<file path="config.mk">
export PLATFORM = sky130hd
export DESIGN_NAME = sorted_priority_queue_core
export DESIGN_NICKNAME = d
export VERILOG_FILES = /design/src/sv/spq_pkg.sv /design/src/sv/sorted_priority_queue_core.sv /design/src/sv/spq_ctrl.sv /design/src/sv/spq_datapath.sv
export VERILOG_INCLUDE_DIRS = /design/src /design/src/sv
export SDC_FILE = /design/constraint.sdc
export NUM_CORES = 2
export LEC_CHECK = 0
export BUFFER_PORTS_ARGS = -buffer_cell sky130_fd_sc_hd__buf_2
export CORE_MARGIN = 2
export CORE_UTILIZATION = 31
export CTS_BUF_LIST = sky130_fd_sc_hd__clkbuf_16
export DETAILED_ROUTE_END_ITERATION = 7
export HOLD_SLACK_MARGIN = 0.15
export PLACE_DENSITY = 0.53
export SLEW_MARGIN = 20
export SYNTH_ARGS = -nofsm -noshare
export SYNTH_HDL_FRONTEND = slang
export SYNTH_SLANG_ARGS = --single-unit
</file>
<file path="constraint.sdc">
create_clock -name clk -period 14.2 [get_ports clk]
set_clock_uncertainty 0.1 [all_clocks]
set_input_delay 2.13 -clock clk [delete_from_list [all_inputs] [get_ports clk]]
set_output_delay 2.13 -clock clk [all_outputs]
set_load 0.05 [all_outputs]
</file>
<file path="src/sv/sorted_priority_queue_core_assert.svh">
// assertion macros for the sorted priority queue core
`ifndef SORTED_PRIORITY_QUEUE_CORE_ASSERT_SVH
`define SORTED_PRIORITY_QUEUE_CORE_ASSERT_SVH
`ifndef SYNTHESIS
// property that must hold at every clock edge out of reset
`define SPQ_ASSERT(label, prop) \
	label: assert property (@(posedge clk) disable iff (!arst_n) (prop)) \
		else $error("spq assertion failed");
// antecedent implies consequent in the next cycle
`define SPQ_ASSERT_NEXT(label, ante, cons) \
	label: assert property (@(posedge clk) disable iff (!arst_n) (ante) |=> (cons)) \
		else $error("spq assertion failed");
`else
`define SPQ_ASSERT(label, prop)
`define SPQ_ASSERT_NEXT(label, ante, cons)
`endif
`endif

</file>
<file path="src/sv/spq_pkg.sv">
// shared types and codes for the sorted priority queue
package spq_pkg;

	localparam logic MODE_ENQ = 1'b0;
	localparam logic MODE_DEQ = 1'b1;

	localparam logic [1:0] STAT_OK        = 2'd0;
	localparam logic [1:0] STAT_UNDERFLOW = 2'd1;
	localparam logic [1:0] STAT_OVERFLOW  = 2'd2;

	localparam int DATA_W = 32;
	localparam int PRIO_W = 16;
	localparam int CNT_OUT_W = 5;

	// commands from the controller to the datapath
	typedef struct packed {
		logic load_op;
		logic exec;
		logic load_out;
	} spq_cmd_t;

endpackage

</file>
<file path="src/sv/sorted_priority_queue_core.sv">
// Sorted priority queue core: holds up to CAPACITY entries (32-bit data, 16-bit signed
// priority) in a row of slot registers ordered from the highest priority down, slot 0
// being the head. An enqueue lands behind every held entry of greater or equal
// priority, so equal priorities leave in arrival order; a dequeue pops the head.
// Every input transaction returns exactly one result transaction with a status
// (ok, underflow on an empty dequeue, overflow on a full enqueue, the item dropped),
// the empty flag, the entry count and the head entry after the operation (zero when
// empty). One item is in flight at a time and passes through capture, a parallel
// compare-and-shift over all slots, and loading the result
// register; the result register lets the next item be taken while the previous
// result still waits, and a stalled result holds the report step until it drains.
`include "sorted_priority_queue_core_assert.svh"
module sorted_priority_queue_core import spq_pkg::*; #(
	parameter int CAPACITY = 16
) (
	input  logic        clk,
	input  logic        arst_n,
	input  logic        s_tvalid,
	output logic        s_tready,
	input  logic [47:0] s_tdata,   // data_value[31:0], priority_req[47:32]
	input  logic        s_tuser,   // mode (0 enqueue, 1 dequeue)
	output logic        m_tvalid,
	input  logic        m_tready,
	output logic [55:0] m_tdata    // status[1:0], empty_res[2], entry_count[7:3],
	                               // head_data[39:8], head_priority[55:40]
);

	spq_cmd_t              cmd;
	logic [1:0]            res_status;
	logic                  res_empty;
	logic [CNT_OUT_W-1:0]  res_count;
	logic [DATA_W-1:0]     res_head_data;
	logic [PRIO_W-1:0]     res_head_prio;

	// sequencing: accept, update the slots, report
	spq_ctrl u_ctrl (
		.clk       (clk),
		.arst_n    (arst_n),
		.in_valid  (s_tvalid),
		.in_ready  (s_tready),
		.out_valid (m_tvalid),
		.out_ready (m_tready),
		.cmd       (cmd)
	);

	// slot row, fill counter and result register
	spq_datapath #(
		.CAPACITY (CAPACITY)
	) u_datapath (
		.clk           (clk),
		.arst_n        (arst_n),
		.cmd           (cmd),
		.in_mode       (s_tuser),
		.in_data       (s_tdata[31:0]),
		.in_prio       (s_tdata[47:32]),
		.res_status    (res_status),
		.res_empty     (res_empty),
		.res_count     (res_count),
		.res_head_data (res_head_data),
		.res_head_prio (res_head_prio)
	);

	// result transaction packing, highest field first
	assign m_tdata = {res_head_prio, res_head_data, res_count, res_empty, res_status};

	// only one item in flight: an accepted transaction closes the input side
	`SPQ_ASSERT_NEXT(a_one_in_flight, s_tvalid && s_tready, !s_tready)
	// controller issues at most one command per cycle
	`SPQ_ASSERT(a_cmd_onehot, $onehot0(cmd))
	// the slot update always follows a capture
	`SPQ_ASSERT(a_exec_after_load, cmd.exec |-> $past(cmd.load_op))
	// a loaded result is presented on the output side
	`SPQ_ASSERT_NEXT(a_load_shows_result, cmd.load_out, m_tvalid)

endmodule

</file>
<file path="src/sv/spq_ctrl.sv">
// controller state machine for the sorted priority queue
module spq_ctrl import spq_pkg::*; (
	input  logic     clk,
	input  logic     arst_n,
	input  logic     in_valid,
	output logic     in_ready,
	output logic     out_valid,
	input  logic     out_ready,
	output spq_cmd_t cmd
);

	typedef enum logic [2:0] {
		ST_IDLE   = 3'b001,
		ST_EXEC   = 3'b010,
		ST_REPORT = 3'b100
	} state_t;

	state_t state_q;
	state_t state_nxt;
	logic   out_valid_q;
	logic   out_free;

	assign out_free = !out_valid_q || out_ready;
	assign in_ready = (state_q == ST_IDLE);
	assign out_valid = out_valid_q;

	always_comb begin
		state_nxt = state_q;
		cmd = '0;
		unique case (state_q)
			ST_IDLE: begin
				if (in_valid) begin
					cmd.load_op = 1'b1;
					state_nxt = ST_EXEC;
				end
			end
			ST_EXEC: begin
				cmd.exec = 1'b1;
				state_nxt = ST_REPORT;
			end
			ST_REPORT: begin
				if (out_free) begin
					cmd.load_out = 1'b1;
					state_nxt = ST_IDLE;
				end
			end
			default: begin
				state_nxt = ST_IDLE;
			end
		endcase
	end

	always_ff @(posedge clk or negedge arst_n) begin
		if (!arst_n) begin
			state_q <= ST_IDLE;
			out_valid_q <= 1'b0;
		end else begin
			state_q <= state_nxt;
			if (cmd.load_out) begin
				out_valid_q <= 1'b1;
			end else if (out_ready) begin
				out_valid_q <= 1'b0;
			end
		end
	end

endmodule

</file>
<file path="src/sv/spq_datapath.sv">
// slot row, occupancy counter and result register of the sorted priority queue
module spq_datapath import spq_pkg::*; #(
	parameter int CAPACITY = 16
) (
	input  logic                     clk,
	input  logic                     arst_n,
	input  spq_cmd_t                 cmd,
	input  logic                     in_mode,
	input  logic [DATA_W-1:0]        in_data,
	input  logic [PRIO_W-1:0]        in_prio,
	output logic [1:0]               res_status,
	output logic                     res_empty,
	output logic [CNT_OUT_W-1:0]     res_count,
	output logic [DATA_W-1:0]        res_head_data,
	output logic [PRIO_W-1:0]        res_head_prio
);

	localparam int CNT_W = $clog2(CAPACITY + 1);
	localparam int EXT_W = (CNT_W > CNT_OUT_W) ? CNT_W : CNT_OUT_W;

	logic              op_mode_q;
	logic [DATA_W-1:0] op_data_q;
	logic [PRIO_W-1:0] op_prio_q;
	logic [1:0]        status_q;
	logic [CNT_W-1:0]  count_q;

	logic [DATA_W-1:0] slot_data_q [CAPACITY];
	logic [PRIO_W-1:0] slot_prio_q [CAPACITY];

	logic [CAPACITY-1:0] keep;
	logic [CAPACITY-1:0] keep_prev;
	logic                full;
	logic                empty;
	logic                do_enq;
	logic                do_deq;
	logic [EXT_W-1:0]    count_ext;

	assign full   = (count_q == CNT_W'(CAPACITY));
	assign empty  = (count_q == '0);
	assign do_enq = cmd.exec && (op_mode_q == MODE_ENQ) && !full;
	assign do_deq = cmd.exec && (op_mode_q == MODE_DEQ) && !empty;
	assign keep_prev = {keep[CAPACITY-2:0], 1'b1};
	assign count_ext = EXT_W'(count_q);

	for (genvar i = 0; i < CAPACITY; i++) begin : g_slot
		localparam logic [CNT_W-1:0] SLOT_IDX = CNT_W'(i);
		logic [DATA_W-1:0] up_data;
		logic [PRIO_W-1:0] up_prio;
		logic [DATA_W-1:0] down_data;
		logic [PRIO_W-1:0] down_prio;

		// held entry stays in place when it ranks at or above the new one
		assign keep[i] = (SLOT_IDX < count_q) &&
			($signed(slot_prio_q[i]) >= $signed(op_prio_q));

		if (i == 0) begin : g_first
			assign up_data = op_data_q;
			assign up_prio = op_prio_q;
		end else begin : g_up
			assign up_data = slot_data_q[i-1];
			assign up_prio = slot_prio_q[i-1];
		end

		if (i == CAPACITY - 1) begin : g_last
			assign down_data = slot_data_q[i];
			assign down_prio = slot_prio_q[i];
		end else begin : g_down
			assign down_data = slot_data_q[i+1];
			assign down_prio = slot_prio_q[i+1];
		end

		always_ff @(posedge clk) begin
			if (do_enq) begin
				if (!keep[i]) begin
					slot_data_q[i] <= keep_prev[i] ? op_data_q : up_data;
					slot_prio_q[i] <= keep_prev[i] ? op_prio_q : up_prio;
				end
			end else if (do_deq) begin
				slot_data_q[i] <= down_data;
				slot_prio_q[i] <= down_prio;
			end
		end
	end

	always_ff @(posedge clk or negedge arst_n) begin
		if (!arst_n) begin
			count_q <= '0;
		end else if (do_enq) begin
			count_q <= count_q + CNT_W'(1);
		end else if (do_deq) begin
			count_q <= count_q - CNT_W'(1);
		end
	end

	always_ff @(posedge clk) begin
		if (cmd.load_op) begin
			op_mode_q <= in_mode;
			op_data_q <= in_data;
			op_prio_q <= in_prio;
		end
		if (cmd.exec) begin
			priority if ((op_mode_q == MODE_ENQ) && full) begin
				status_q <= STAT_OVERFLOW;
			end else if ((op_mode_q == MODE_DEQ) && empty) begin
				status_q <= STAT_UNDERFLOW;
			end else begin
				status_q <= STAT_OK;
			end
		end
		if (cmd.load_out) begin
			res_status    <= status_q;
			res_empty     <= empty;
			res_count     <= count_ext[CNT_OUT_W-1:0];
			res_head_data <= empty ? '0 : slot_data_q[0];
			res_head_prio <= empty ? '0 : slot_prio_q[0];
		end
	end

endmodule
</file>
==> metrics.yaml <==
synthesis:
  ys_ff_latch: 884
  yosys_warnings: 0
  synth-compound-area-share_pct: 13.0
  synthSimpleGateAreaFrac_pct: 13.1
  synth.distinct_cells: 69
  syn_inst: 4253
  synth_edf_count: 875
  synth_flop_cell: "edfxtp_1"
  yosys.area.top_type: "edfxtp_1"
  synthArstFlopShare_pct: 1.02
  synth_seq_area_share_pct: 55.5
  synthXorXnorAreaFrac_pct: 0.0550
  syn_nets: 4565
  synth_top_family_by_area: "simple AND/OR/NAND/NOR gates"
  muxShareOfSynthArea_pct: 8.22
  ys_top_cells_by_area: "edfxtp_1 (55%), mux2i_1 (7.1%), ha_1 (6.8%)"
  syn_area_per_cell_sq_um: 11.2
  synth_top_area_share_pct: 55.0
  synth_adder_area_share_pct: 6.78
  netlist_area_sq_um: 47800
setup_path:
  path_max_fanout: 140
  path_class: "reg -> reg"
  start_kind: "register"
  cp.arrival_ps: 5790
  worst_setup_path_end_kind: "register"
  critical_path_required_ps: 14470
cts:
  clockBufferDepth: 3
  numCtsBuffers: 102
  h-tree-depth: 3
  hold_buffers: 0
  path_clk_slew_ps: 60
  cts_resized: 0
  clk_latency_ps: 730
  cts_sinks: 884
  cts_setup_buffers: 0
  cts_tree: "yes"
  root_buffer: "clkbuf_16"
sta:
  setup-violations-final: 0
  hold_ws_ps: 319
  slew_headroom_pct: 25.0
  drv_slew: 0
  period_share_pct: 38.9
  tns_ps: 0
  rsz0062_at_grt: "false"
  fin_ws_ps: 8680
  hold_violations: 0
  period_needed_ps: 5520
  fmax_ghz: 0.181
  worst_pin_slew_ps: 1120
final_layout:
  nNetsFinal: 4521
  diodes: 0
  syn2layout_area_growth_pct: 12.7
  nFillCells: 15200
  instances_no_fill: 6340
  final_util_pct: 35.1
  drive_gt1_share_pct: 10.2
  final_area_sq_um: 53800
global_route:
  grt_antenna_before_repair: 5
  grt_overflow: 0
  grt_use_total_pct: 19.1
  grt_pass1_wl_mm: 228
  grt_max_degree: 215
  grt_pass1_vias: 34500
route:
  dr.pass1.iters: 6
  drc_errors: 0
  ant_nets: 0
  vias: 35200
  wl_per_cell_microns: 24.2
  drtIter0Drc: 3544
  viasPerCell: 5.55
  totalWireLength_mm: 153
pwr:
  p_sw_mw: 4.00
  clkPwrFrac_pct: 26.2
  vdd_ir_drop_max_v: 0.000113
  power.total_mw: 10.6
  combPwrFrac_pct: 35.1
  power_density_nw_per_um2: 198
  power_frac_seq_pct: 38.7
  p_sw_share_pct: 37.6
  cellLeakagePower_nw: 19.4
  power.internal_mw: 6.64
status:
  status: "completed"
floorplanning:
  pin_count: 111
  die_h_microns: 397
  dieArea_sq_um: 157000
  die_w_microns: 397
  core_sq_um: 154000
  core.rowCount: 144
  start_util_pct: 31.1
job:
  drv_cap: 0
placement:
  portBuffers: 110
  place_area_sq_um: 50400
  dp_slack_ps: 8680
  gp_congestion: 0.866
  placed_cells: 6149
  hpwlAfterDp_mm: 95.3
min_path:
  hold_path_class: "reg -> reg"
cell families (layout without fill, tap and decap cells):
logic type,after synthesis,in the layout
adder cells (fa/ha/maj),259,259
buffers and inverters,384,427
multiplexers,386,386
flip-flops,884,884
XOR/XNOR,3,3
AND/OR/NAND/NOR,1413,1413
AO/OA/AOI/OAI,924,924
path summary, 6_finish.rpt:
check / depth (start not counted) / start / slack [ps] / to
worst max-delay path: 9 / u_datapath.count_ext[4] / 8680 / u_datapath.slot_data_q[10][2]
max in group asynchronous: 1 / arst_n / 12550 / u_ctrl.state_q[0]
worst min register to register: 0 / u_datapath.status_q[1] / 320 / u_datapath.res_status[1]
worst min-delay path: 0 / u_datapath.status_q[1] / 320 / u_datapath.res_status[1]
min in group asynchronous: 1 / arst_n / 1170 / u_datapath.count_ext[0]
worst max register to register: 9 / u_datapath.count_ext[4] / 8680 / u_datapath.slot_data_q[10][2]
state kept, by name, summed over array words and instances (netlist names), 2 cells and up:
| name | cells |
|---|---|
| u_datapath.slot_data_q | 512 |
| u_datapath.res_count | 5 |
| u_datapath.status_q | 2 |
| u_datapath.slot_prio_q | 256 |
| u_datapath.res_head_data | 32 |
| u_datapath.res_status | 2 |
| u_datapath.count_ext | 5 |
| u_datapath.g_slot.up_data | 32 |
| u_ctrl.state_q | 3 |
| u_datapath.g_slot.up_prio | 16 |
| u_datapath.res_head_prio | 16 |
worst max-delay path, stage by stage (launching register included):
cell      delay [ps]
dfrtp_1          590
nor2_1           370
and3_2           220
buf_4            650
nand3b_1         260
buf_12           530
buf_4            740
buf_4            720
o21ai_4          400
buf_4            480
layout make-up:
class,instances,area [sq um],area share [%]
sequential,884,26500,49.2
multi-input combinational,2985,20000,37.1
clock buffer,104,2600,4.83
tap,2044,2560,4.75
timing repair buffer,189,1170,2.17
clock inverter,87,878,1.63
inverter,47,176,0.328
layout by cell type (no fill, tap or decap), drive strengths merged, types with 5 or more instances in the layout:
master    netlist  layout
edfxtp        875     875
nand2         811     811
mux2i         337     337
o211ai        299     299
nand3         297     297
o21ai         279     279
ha            259     259
buf           124     189
a21oi         134     134
clkbuf        213     104
a221o          99      99
nor2           82      82
nor2b          63      63
inv            47      62
and2           52      52
clkinv          0      51
mux2           49      49
nand4          46      46
a21o           38      38
nand2b         19      19
bufinv          0      16
a211oi          9       9
and4            8       8
dfrtp           8       8
o21a            8       8
nor3            7       7
o21bai          7       7
and3            7       7
o221ai          6       6
a211o           5       5
o22ai           5       5
clkinvlp        0       5
nor4            5       5
cell usage after synthesis (82+ instances only):
| cell | count |
|---|---|
| nand2_1 | 811 |
| nor2_1 | 82 |
| ha_1 | 259 |
| a221o_1 | 99 |
| edfxtp_1 | 875 |
| nand3_1 | 297 |
| mux2i_1 | 337 |
| o21ai_0 | 262 |
| clkbuf_1 | 213 |
| a21oi_1 | 134 |
| buf_2 | 84 |
| o211ai_1 | 299 |
power groups by stage:
stage	Clock (mW)	Combinational, mW	Sequential [mW]
2_1_floorplan	0	2.58	4.00
3_3_place_gp	0	3.66	4.16
3_5_place_dp	0	3.74	4.15
4_1_cts	2.83	3.75	4.11
5_1_grt	2.93	4.10	4.16
6_report	2.79	3.74	4.11
routing by layer:
layer / GRT usage (%) / vias to the layer above / share of wire [%]
met2: 29.9 / 1090 / 46
met1: 27.3 / 17900 / 46
met3: 2.93 / 205 / 5.9
met4: 5.16 / 0 / 2.5
li1: - / 16000 / -
met5: 0 / - / 0
Note: power is estimated with default switching activity, not from simulation.
